`src/idm_pkg.sv`:
```
`timescale 1ns / 1ps
// Shared constants, codes and types for the image difference metric unit.
// No dependencies.
package idm_pkg;

  localparam int LANES       = 4;
  localparam int SAMPLE_W    = 8;
  localparam int SQ_W        = 2 * SAMPLE_W;
  localparam int SQSUM_W     = SQ_W + $clog2(LANES);
  localparam int LIMIT_W     = 10;
  localparam int LIMSQ_W     = 2 * LIMIT_W;
  localparam int FRAC_BITS   = 8;
  localparam int RAD_W       = SQSUM_W + 2 * FRAC_BITS;
  localparam int ROOT_W      = RAD_W / 2;
  localparam int STEP_W      = $clog2(ROOT_W + 1);
  localparam int COUNT_W     = 25;
  localparam int ACC_W       = 41;
  localparam int CH_W        = 3;
  localparam int MODE_W      = 2;
  localparam int IDX_W       = 2;
  localparam int OUT_DATA_W  = 104;

  localparam logic [COUNT_W-1:0] MAX_PIXELS = COUNT_W'(1) << (COUNT_W - 1);
  localparam logic [ACC_W-1:0]   ACC_MAX    = '1;
  localparam logic [SAMPLE_W-1:0] DIFF_MARK = '1;

  localparam logic [MODE_W-1:0] MODE_PIXELS = 2'd0;
  localparam logic [MODE_W-1:0] MODE_L2     = 2'd1;
  localparam logic [MODE_W-1:0] MODE_TOTAL  = 2'd2;

  localparam logic [IDX_W-1:0] REG_MODE     = 2'd0;
  localparam logic [IDX_W-1:0] REG_CHANNELS = 2'd1;
  localparam logic [IDX_W-1:0] REG_LIMIT    = 2'd2;

  typedef struct packed {
    logic            ne;
    logic [SQ_W-1:0] sq;
  } lane_res_t;

  typedef struct packed {
    logic               differs;
    logic               under_limit;
    logic [SQSUM_W-1:0] sq_sum;
  } merge_res_t;

endpackage

```
`src/idm_lane.sv`:
```
`timescale 1ns / 1ps
// One channel lane: absolute difference, square and mismatch flag, registered.
// Depends on idm_pkg.
module idm_lane import idm_pkg::*; (
  input  logic                clk,
  input  logic                load,
  input  logic                en,
  input  logic [SAMPLE_W-1:0] a,
  input  logic [SAMPLE_W-1:0] b,
  output lane_res_t           res
);

  logic [SAMPLE_W-1:0] diff;
  logic [SQ_W-1:0]     sq;

  always_comb begin
    diff = (a >= b) ? (a - b) : (b - a);
    sq   = SQ_W'(diff) * SQ_W'(diff);
  end

  always_ff @(posedge clk) begin
    if (load) begin
      res.ne <= en && (a != b);
      res.sq <= en ? sq : '0;
    end
  end

endmodule

```
`src/idm_merge.sv`:
```
`timescale 1ns / 1ps
// Merge stage: sums lane squares, ORs mismatch flags, checks the outlier limit.
// Depends on idm_pkg.
module idm_merge import idm_pkg::*; (
  input  logic               clk,
  input  lane_res_t          lanes [LANES],
  input  logic [LIMSQ_W-1:0] lim_sq,
  output merge_res_t         res
);

  logic [SQSUM_W-1:0] sum;
  logic               any_ne;

  always_comb begin
    sum    = '0;
    any_ne = 1'b0;
    for (int i = 0; i < LANES; i++) begin
      sum    = sum + SQSUM_W'(lanes[i].sq);
      any_ne = any_ne | lanes[i].ne;
    end
  end

  always_ff @(posedge clk) begin
    res.sq_sum      <= sum;
    res.differs     <= any_ne;
    res.under_limit <= LIMSQ_W'(sum) < lim_sq;
  end

endmodule

```
`src/idm_sqrt.sv`:
```
`timescale 1ns / 1ps
// Bit-serial integer square root of (sum of squares << 2*FRAC_BITS),
// one root bit per cycle. Depends on idm_pkg.
module idm_sqrt import idm_pkg::*; (
  input  logic               clk,
  input  logic               rst,
  input  logic               start,
  input  logic [SQSUM_W-1:0] radicand,
  output logic               done,
  output logic [ROOT_W-1:0]  root
);

  logic [RAD_W-1:0]  rad;
  logic [ROOT_W:0]   rem;
  logic [STEP_W-1:0] steps;
  logic              busy;
  logic [ROOT_W+2:0] trial;
  logic [ROOT_W+2:0] cand;
  logic [ROOT_W+2:0] sub;
  logic              ge;

  always_comb begin
    trial = {rem, rad[RAD_W-1 -: 2]};
    cand  = {1'b0, root, 2'b01};
    sub   = trial - cand;
    ge    = trial >= cand;
  end

  always_ff @(posedge clk) begin
    if (rst) begin
      busy  <= 1'b0;
      done  <= 1'b0;
      steps <= '0;
    end else begin
      done <= 1'b0;
      if (start) begin
        busy  <= 1'b1;
        steps <= STEP_W'(ROOT_W);
      end else if (busy) begin
        steps <= steps - 1'b1;
        if (steps == STEP_W'(1)) begin
          busy <= 1'b0;
          done <= 1'b1;
        end
      end
    end
  end

  always_ff @(posedge clk) begin
    if (start) begin
      rad  <= {radicand, {(2 * FRAC_BITS){1'b0}}};
      root <= '0;
      rem  <= '0;
    end else if (busy) begin
      rad  <= rad << 2;
      root <= {root[ROOT_W-2:0], ge};
      rem  <= ge ? sub[ROOT_W:0] : trial[ROOT_W:0];
    end
  end

endmodule

```
`src/image_difference_metric_unit.sv`:
```
`timescale 1ns / 1ps
// Top level of the image difference metric unit: lanes, merge, root, totals.
// Depends on idm_pkg, idm_lane, idm_merge, idm_sqrt.
//
//  channel  | dir | handshake               | word
//  ---------+-----+-------------------------+-------------------------------
//  s_axis   | in  | s_axis_tvalid/tready    | 8 samples, tlast = end_of_image
//  m_axis   | out | m_axis_tvalid/tready    | pixel result and totals, tlast
//  cfg      | in  | cfg_valid/cfg_ready     | cfg_index, cfg_data
//
// One pixel at a time; a pixel whose distance is summed (L2 mode, below the
// outlier limit) also waits for the 17-step serial square root.
// rst is synchronous and clears control state and all totals.
// A stalled result sits in the output register; the next pixel is taken
// meanwhile and waits in the last stage until the register frees.
module image_difference_metric_unit import idm_pkg::*; (
  input  logic                  clk,
  input  logic                  rst,
  input  logic                  s_axis_tvalid,
  output logic                  s_axis_tready,
  // a_ch0, a_ch1, a_ch2, a_ch3, b_ch0, b_ch1, b_ch2, b_ch3
  input  logic [2*LANES*SAMPLE_W-1:0] s_axis_tdata,
  input  logic                  s_axis_tlast,
  output logic                  m_axis_tvalid,
  input  logic                  m_axis_tready,
  // diff_pixel, differing_pixels, pixel_total, l2_sum, zero pad
  output logic [OUT_DATA_W-1:0] m_axis_tdata,
  output logic                  m_axis_tlast,
  input  logic                  cfg_valid,
  output logic                  cfg_ready,
  input  logic [IDX_W-1:0]      cfg_index,
  input  logic [LIMIT_W-1:0]    cfg_data
);

  localparam logic [2:0] ST_IDLE  = 3'd0;
  localparam logic [2:0] ST_SUM   = 3'd1;
  localparam logic [2:0] ST_CHECK = 3'd2;
  localparam logic [2:0] ST_ROOT  = 3'd3;
  localparam logic [2:0] ST_DONE  = 3'd4;

  logic [2:0]         state;
  logic [2:0]         state_next;
  logic [MODE_W-1:0]  mode;
  logic [CH_W-1:0]    channels_in_use;
  logic [LIMIT_W-1:0] outlier_limit;
  logic [LIMSQ_W-1:0] lim_sq;
  logic               eoi;
  logic               add_root;
  logic [COUNT_W-1:0] differing_count;
  logic [COUNT_W-1:0] pixel_count;
  logic [ACC_W-1:0]   acc;
  logic [COUNT_W-1:0] differing_next;
  logic [COUNT_W-1:0] pixel_next;
  logic [ACC_W-1:0]   acc_next;
  logic [ACC_W:0]     acc_sum;
  logic [SAMPLE_W-1:0] diff_pixel;
  logic               in_acc;
  logic               out_wr;
  logic               sqrt_start;
  logic               sqrt_done;
  logic [ROOT_W-1:0]  root;
  lane_res_t          lane_res [LANES];
  merge_res_t         mres;

  assign cfg_ready     = 1'b1;
  assign s_axis_tready = (state == ST_IDLE);
  assign in_acc        = s_axis_tvalid && s_axis_tready;
  assign out_wr        = (state == ST_DONE) && (!m_axis_tvalid || m_axis_tready);
  assign sqrt_start    = (state == ST_CHECK) && (mode == MODE_L2) && mres.under_limit;

  // configuration registers
  always_ff @(posedge clk) begin
    if (rst) begin
      mode            <= MODE_L2;
      channels_in_use <= CH_W'(3);
      outlier_limit   <= LIMIT_W'(1000);
    end else if (cfg_valid && cfg_ready) begin
      unique case (cfg_index)
        REG_MODE:     mode            <= cfg_data[MODE_W-1:0];
        REG_CHANNELS: channels_in_use <= cfg_data[CH_W-1:0];
        REG_LIMIT:    outlier_limit   <= cfg_data;
        default: ;
      endcase
    end
  end

  always_ff @(posedge clk) begin
    lim_sq <= LIMSQ_W'(outlier_limit) * LIMSQ_W'(outlier_limit);
  end

  for (genvar i = 0; i < LANES; i++) begin : g_lane
    idm_lane u_lane (
      .clk  (clk),
      .load (in_acc),
      .en   (channels_in_use > CH_W'(i)),
      .a    (s_axis_tdata[i*SAMPLE_W +: SAMPLE_W]),
      .b    (s_axis_tdata[(LANES+i)*SAMPLE_W +: SAMPLE_W]),
      .res  (lane_res[i])
    );
  end

  idm_merge u_merge (
    .clk    (clk),
    .lanes  (lane_res),
    .lim_sq (lim_sq),
    .res    (mres)
  );

  idm_sqrt u_sqrt (
    .clk      (clk),
    .rst      (rst),
    .start    (sqrt_start),
    .radicand (mres.sq_sum),
    .done     (sqrt_done),
    .root     (root)
  );

  always_comb begin
    state_next = state;
    unique case (state)
      ST_IDLE:  if (in_acc) state_next = ST_SUM;
      ST_SUM:   state_next = ST_CHECK;
      ST_CHECK: state_next = sqrt_start ? ST_ROOT : ST_DONE;
      ST_ROOT:  if (sqrt_done) state_next = ST_DONE;
      ST_DONE:  if (out_wr) state_next = ST_IDLE;
      default:  state_next = ST_IDLE;
    endcase
  end

  always_ff @(posedge clk) begin
    if (rst) begin
      state    <= ST_IDLE;
      add_root <= 1'b0;
    end else begin
      state <= state_next;
      if (state == ST_CHECK) begin
        add_root <= sqrt_start;
      end
    end
  end

  always_ff @(posedge clk) begin
    if (in_acc) begin
      eoi <= s_axis_tlast;
    end
  end

  // result and running totals
  always_comb begin
    differing_next = differing_count;
    acc_next       = acc;
    diff_pixel     = '0;
    acc_sum        = {1'b0, acc} + (ACC_W + 1)'(root);
    case (mode)
      MODE_PIXELS: begin
        if (mres.differs) begin
          diff_pixel = DIFF_MARK;
          if (differing_count < MAX_PIXELS) begin
            differing_next = differing_count + 1'b1;
          end
        end
      end
      MODE_L2: begin
        diff_pixel = (mres.sq_sum > SQSUM_W'(DIFF_MARK)) ? DIFF_MARK
                                                         : mres.sq_sum[SAMPLE_W-1:0];
        if (add_root) begin
          acc_next = (acc_sum >= {1'b0, ACC_MAX}) ? ACC_MAX : acc_sum[ACC_W-1:0];
        end
      end
      default: ;
    endcase
    pixel_next = (pixel_count < MAX_PIXELS) ? pixel_count + 1'b1 : pixel_count;
  end

  always_ff @(posedge clk) begin
    if (rst) begin
      differing_count <= '0;
      pixel_count     <= '0;
      acc             <= '0;
      m_axis_tvalid   <= 1'b0;
    end else begin
      if (m_axis_tvalid && m_axis_tready) begin
        m_axis_tvalid <= 1'b0;
      end
      if (out_wr) begin
        m_axis_tvalid <= 1'b1;
        if (eoi) begin
          differing_count <= '0;
          pixel_count     <= '0;
          acc             <= '0;
        end else begin
          differing_count <= differing_next;
          pixel_count     <= pixel_next;
          acc             <= acc_next;
        end
      end
    end
  end

  always_ff @(posedge clk) begin
    if (out_wr) begin
      m_axis_tdata <= OUT_DATA_W'({acc_next, pixel_next, differing_next, diff_pixel});
      m_axis_tlast <= eoi;
    end
  end

  // a new pixel is taken only from idle and goes straight to the merge stage
  a_accept_to_sum: assert property (@(posedge clk) disable iff (rst)
    in_acc |=> state == ST_SUM)
    else $error("pixel accepted outside idle");

  // the root unit signals done only in the root state
  a_root_done: assert property (@(posedge clk) disable iff (rst)
    sqrt_done |-> state == ST_ROOT)
    else $error("root finished outside root state");

  // closing pixel clears the totals
  a_eoi_clear: assert property (@(posedge clk) disable iff (rst)
    (out_wr && eoi) |=> (pixel_count == '0 && differing_count == '0 && acc == '0))
    else $error("totals not cleared after end of image");

  a_count_limit: assert property (@(posedge clk) disable iff (rst)
    (pixel_count <= MAX_PIXELS) && (differing_count <= pixel_count))
    else $error("pixel counters out of range");

endmodule
```
`config.mk`:
```
export PLATFORM = sky130hd
export DESIGN_NAME = image_difference_metric_unit
export DESIGN_NICKNAME = d
export VERILOG_FILES = /design/src/idm_pkg.sv /design/src/idm_lane.sv /design/src/idm_merge.sv /design/src/idm_sqrt.sv /design/src/image_difference_metric_unit.sv
export SDC_FILE = /design/constraint.sdc
export NUM_CORES = 1
export LEC_CHECK = 0
export BUFFER_PORTS_ARGS = -buffer_cell sky130_fd_sc_hd__buf_2
export CAP_MARGIN = 20
export CORE_ASPECT_RATIO = 0.8
export CORE_MARGIN = 2
export CORE_UTILIZATION = 45
export DETAILED_ROUTE_END_ITERATION = 16
export HOLD_SLACK_MARGIN = 0.02
export SETUP_SLACK_MARGIN = 0.1
export SKIP_CTS_REPAIR_TIMING = 1
export SLEW_MARGIN = 5
export SYNTH_ARGS = -nofsm -noshare
export SYNTH_HDL_FRONTEND = slang
export SYNTH_SLANG_ARGS = --single-unit
export TNS_END_PERCENT = 1
```
`constraint.sdc`:
```
create_clock -name clk -period 7.5 [get_ports clk]
set_input_delay 1.125 -clock clk [delete_from_list [all_inputs] [get_ports clk]]
set_output_delay 1.125 -clock clk [all_outputs]
set_load 0.005 [all_outputs]
```
Yosys cells after proc, flatten, opt, wreduce, memory -nomap -nowiden:

Index checks and enable logic that the tools add are counted.

* output and inout port bits: 108
* word-level logic and storage cells: 140
* bits of input ports: 82
* register bits after elaboration: 380

* multipliers: 5
* equal/unequal tests: 15
* reductions and logical operators: 22
* multiplexer cells: 33
* $lt $le $gt $ge: 14
* $add $sub $neg: 16
* bitwise operators: 4

Operators by type and width (number)
* 2-to-1 mux 41 bit: 4
* 2-to-1 mux 25 bit: 6
* 2-to-1 mux 34 bit: 2
* multiplier 8 x 8 -> 16 bit: 4
* subtractor 8 bit: 8
* adder 25 x 1 -> 25 bit, second input constant: 2
* less-than comparator 25 bit, second input constant: 2
* 2-to-1 mux 8 bit: 6
* adder 41 x 17 -> 42 bit: 1
* greater-or-equal comparator 42 x 41 -> 1 bit, second input constant: 1
* adder 18 x 16 -> 18 bit: 2
* greater-or-equal comparator 8 bit: 4
* != test 8 bit: 4
* greater-or-equal comparator 20 x 19 -> 1 bit: 1
* less-than comparator 18 x 20 -> 1 bit: 1
* multiplier 10 x 10 -> 20 bit: 1
* > comparator 18 x 8 -> 1 bit, second input constant: 1
* 2-to-1 mux 18 bit: 1
* subtractor 18 bit: 1
* adder 16 x 16 -> 17 bit: 1
* one-hot mux 8 bit (2 select lines): 1
* one-hot mux 3 bit (5 select lines): 1
* 2-to-1 mux 3 bit: 4
* 2-to-1 mux 5 bit: 2
* 24 further kinds: 48

Longest topological paths before layout:

* depth in word-level cells: 6
* mapped depth: 32

Hierarchy:

A second synthesis with hierarchy kept.

* cell total of the unflattened synthesis: 3504
* area, all modules: 31929.4 µm²

Modules (own cells, without submodules)
* image_difference_metric_unit: times used 1, area each 14196.1 µm², cells an instance 1555, sequential area each 5635.4 µm²
* idm_sqrt: times used 1, area each 3716.1 µm², cells an instance 406, sequential area each 1381.3 µm²
* idm_lane at g_lane[2].u_lane: times used 1, area each 2986.6 µm², cells an instance 327, sequential area each 480.5 µm²
* idm_lane at g_lane[0].u_lane: times used 1, area each 2921.6 µm², cells an instance 319, sequential area each 480.5 µm²
* idm_lane at g_lane[1].u_lane: times used 1, area each 2791.4 µm², cells an instance 302, sequential area each 480.5 µm²
* idm_lane at g_lane[3].u_lane: times used 1, area each 2790.2 µm², cells an instance 302, sequential area each 480.5 µm²
* idm_merge: times used 1, area each 2527.4 µm², cells an instance 293, sequential area each 400.4 µm²

Least setup slack after synthesis:

No wires, ideal clock.

* path type: input-to-reg
* from: input port s_axis_tdata[8]
* to: register g_lane[1].u_lane.res[15] in the netlist's numbering, data pin
* arrival: 7.396 ns
* setup slack: -0.167 ns
* data required time: 7.230 ns
* path buffers: 1
* setup time: 0.270 ns
* stages on the path: 29
* cells stage by stage: inv_1 ha_1 inv_1 fa_1 a21o_1 a21oi_1 o221ai_1 a21boi_0 buf_2 mux2_2 o21ai_0 a21oi_1 xnor2_1 or2_2 inv_1 fa_1 fa_1 inv_1 fa_1 fa_1 inv_1 ha_1 a21oi_1 nor2b_1 o21a_1 o31a_1 nor4_1 o22ai_1 nor3b_1

* cells in the longest elaborated chain, start to end: 3
* elaborated cells between the ends (all ways): 5

Ends and longest elaborated chain
* from (decl): RTL line image_difference_metric_unit.sv:22 `input logic [2*LANES*SAMPLE_W-1:0] s_axis_tdata,`
* subtractor 8 bit / greater-or-equal comparator 8 bit (equally long branches): RTL line idm_lane.sv:17 `diff = (a >= b) ? (a - b) : (b - a);`
* 2-to-1 mux 8 bit (*): RTL line idm_lane.sv:17
* multiplier 8 x 8 -> 16 bit (*): RTL line idm_lane.sv:18 `sq = SQ_W'(diff) * SQ_W'(diff);`
* to (decl): RTL line idm_lane.sv:10 `output lane_res_t res`

Mark *: on every way between the ends. The rest lies on a longest branch, timed or not.
A chain may end at the register's enable or synchronous reset.

Worst setup path in the final report:

Ends and elaborated chain as after synthesis.

==> results.txt <==
Worst-path clk slew: 60 ps
main combinational cell family by area after synthesis: adder cells
Synth area leader: edfxtp_1
worst endpoint required time: 7810 ps
Critical R2R Launch: g_lane[0].u_lane.res[3]
final WL: 68800 um
Die Area: 69600 um2
routability cong.: 0.925
max incr delay on CP: 540 ps
Worst Path Class, Setup: in2reg
cells after synthesis: 3342
Reg2Reg Depth: 23
worst skew pair latency: 580 ps
pwr/cell area: 543 nW/um2
post-synthesis sequential area ratio: 30.7%
dominant cells by area after synthesis: edfxtp_1 (18%), ha_1 (13%), dfxtp_1 (13%)
worst reg2reg endpoint: u_merge.res[18]
Overflow after GRT: 0
Worst Min Path Start: lim_sq[18]
Hold Crit Depth: 2
simple-gate portion of the synthesized area: 15.8%
vias per cell: 5.17
drt first-iter violations: 1247
Non-Filler Instances: 4556
pin slew with the least headroom to its limit: 1100 ps
Core Area: 67000 um2
hold endpoint: u_merge.res[18]
max_cap viols: 0
final worst-path cycle share: 94.7%
Setup violations, final: 0
Synth Area in Adders: 24.4%
Area growth syn-to-layout: 14.8%
mux contribution to synthesized area: 1.98%
Hold Crit Class: reg2reg
Synth Flop Type: dfxtp_1
Sink Count: 375
asr flop ratio synth: 0%
Inserted Clock Buffers: 43
initial core utilization: 45.4%
peak supply drop: 0.493 mV
largest net degree at the start of global routing: 66
DRC viols: 0
Reg2Reg Setup Slack: 1910 ps
YS warnings: 0
syn_area_per_cell: 9.09 um2
CTS tree: done
worst-path fanout max: 6
global-route wire length before repair: 114000 um
Row Count: 85
CTS Buffer Depth: 3
slowest CP cell: fa_1
Critical Path AT: 7410 ps
Max Fclk: 0.141 GHz
crit path capture type: flop
Critical Path Start Type: input port
gr usage total: 20.0%
highest-count cells in the layout ignoring fill and taps: inv_1 (435), nor2_1 (353), ha_1 (317)
Final HPWL DP: 53300 um
clk_skew: 39.5 ps
Synth Area in Compound Gates: 13.8%
mapped cell area: 30400 um2
WHS: 461 ps
top-area cell type share of the netlist area: 18.1%
top-level I/O count: 190
dpl cells: 4470
Tmin final: 7100 ps
Distinct cells, synth: 86
initial antenna violation count: 3
final net count: 4219
share of layout cells above drive strength 1: 14.2%
Hold Vio Cnt, Final: 0
RSZ-0062 raised after global routing: yes
WL/cell: 15.1 um
number of synthesized flops with an enable pin: 183
Via Count: 23600
register bit total from synthesis: 375
final max-slew violation count: 0
H-tree levels: 2
TritonRoute pass-1 iters: 6
status: finished clean
commonest non-fill, non-tap cell in the layout: inv_1
Static Leak: 16.0 nW
die height: 236 um
number of global-route vias before repair: 23000
die width: 295 um
IO buf count: 183
fillers: 6281
root buf cell: clkbuf_16
Slew HR: 26.3%
xor-xnor portion of the synthesized cell area: 6.37%
post-route ant nets: 0
==> layer usage <==
layer | vias to the layer above | part of all wire, % | GRT usage [%]
li1 | 12000 | - | -
met1 | 11000 | 47 | 27.6
met2 | 450 | 46 | 32.9
met3 | 87 | 5.0 | 2.79
met4 | 0 | 2.2 | 5.13
met5 | - | 0 | 0
==> cell families after synthesis <==
group	count (synthesis)
other	2
AND/OR/NAND/NOR	1000
XOR/XNOR	221
adder cells (fa/ha/maj)	490
flip-flops	375
multiplexers	59
buffers and inverters	552
AO/OA/AOI/OAI	643
==> critical path: cells and delay by family <==
| family | cells | cell delay, ps |
|---|---|---|
| xor gates and xnor gates | 1 | 160 |
| buffers and inverters | 7 | 600 |
| muxes | 1 | 340 |
| adders and majority gates | 7 | 2780 |
| and+or+nand+nor | 4 | 740 |
| AOI/OAI and AO/OA | 10 | 1650 |
==> synthesized netlist by cell type, types with 33 or more instances <==
library cell    n
o21ai_0       126
mux2i_1        49
dfxtp_1       192
a22oi_1        33
nand4_1        35
a21oi_1       207
and2_1         57
fa_1          171
edfxtp_1      183
clkbuf_1       94
inv_1         436
nor2_1        358
nor3_1         50
ha_1          319
or2_2          33
o21a_1         36
nand2_1       205
nand3_1        69
and3_1         34
xnor2_1       147
xor2_1         74
nor2b_1        40
a21o_1         40
==> state kept, by name (all words and copies together), names as in the netlist <==
register,cells
m_axis_tlast,1
u_sqrt.root,17
lim_sq,19
m_axis_tdata,99
u_sqrt.rem,18
u_sqrt.rad,18
u_merge.res,20
acc,41
channels_in_use,3
u_sqrt.busy,1
pixel_count,25
u_sqrt.steps,5
state,3
eoi,1
mode,2
g_lane.u_lane.res,64
add_root,1
outlier_limit,10
differing_count,25
u_sqrt.done,1
m_axis_tvalid,1
==> area by class of cell <==
class	count	area [um2]	share of cell area, %
multi-input cells	2421	19100	54.8
flip-flops and latches	375	9340	26.8
repair buffers	370	2330	6.69
inverters	436	1640	4.70
clock buffers	53	1120	3.22
well taps	870	1090	3.12
clock inverters	26	230	0.660
diodes	5	12.5	0.0359
==> report_power, final <==
| part | internal [W] | switching, W | leakage [nW] |
|---|---|---|---|
| clock | 0.00117 | 0.000870 | 0.654 |
| sequential | 0.00304 | 0.000225 | 3.28 |
| combinational | 0.00633 | 0.00730 | 12.0 |
==> per-stage QoR <==
stage | TNS (ps) | power, W | instance area (um2) | setup WS (ps) | util (%)
finish | 0 | 0.0189 | 34900 | 396 | 52.1
global route | 0 | 0.0213 | 34900 | 80.8 | 52.0
CTS | 0 | 0.0191 | 34800 | 393 | 51.9
detailed placement | -898 | 0.0170 | 33400 | -187 | 49.9
global placement | -320 | 0.0168 | 33400 | -101 | 49.8
floorplan | 0 | 0.0132 | 30500 | 54.3 | -
==> how the worst max path moves through the flow <==
stage	from	to	slack [ps]	cells past startpoint
floorplan	s_axis_tdata[29]	g_lane[3].u_lane.res[15]	50	23
global placement	s_axis_tdata[8]	g_lane[1].u_lane.res[15]	-100	30
detailed placement	s_axis_tdata[8]	g_lane[1].u_lane.res[15]	-190	29
CTS	s_axis_tdata[8]	g_lane[1].u_lane.res[15]	390	29
global route	s_axis_tdata[8]	g_lane[1].u_lane.res[15]	80	30
finish	s_axis_tdata[8]	g_lane[1].u_lane.res[15]	400	30
Power figures use the tool's default switching activity.
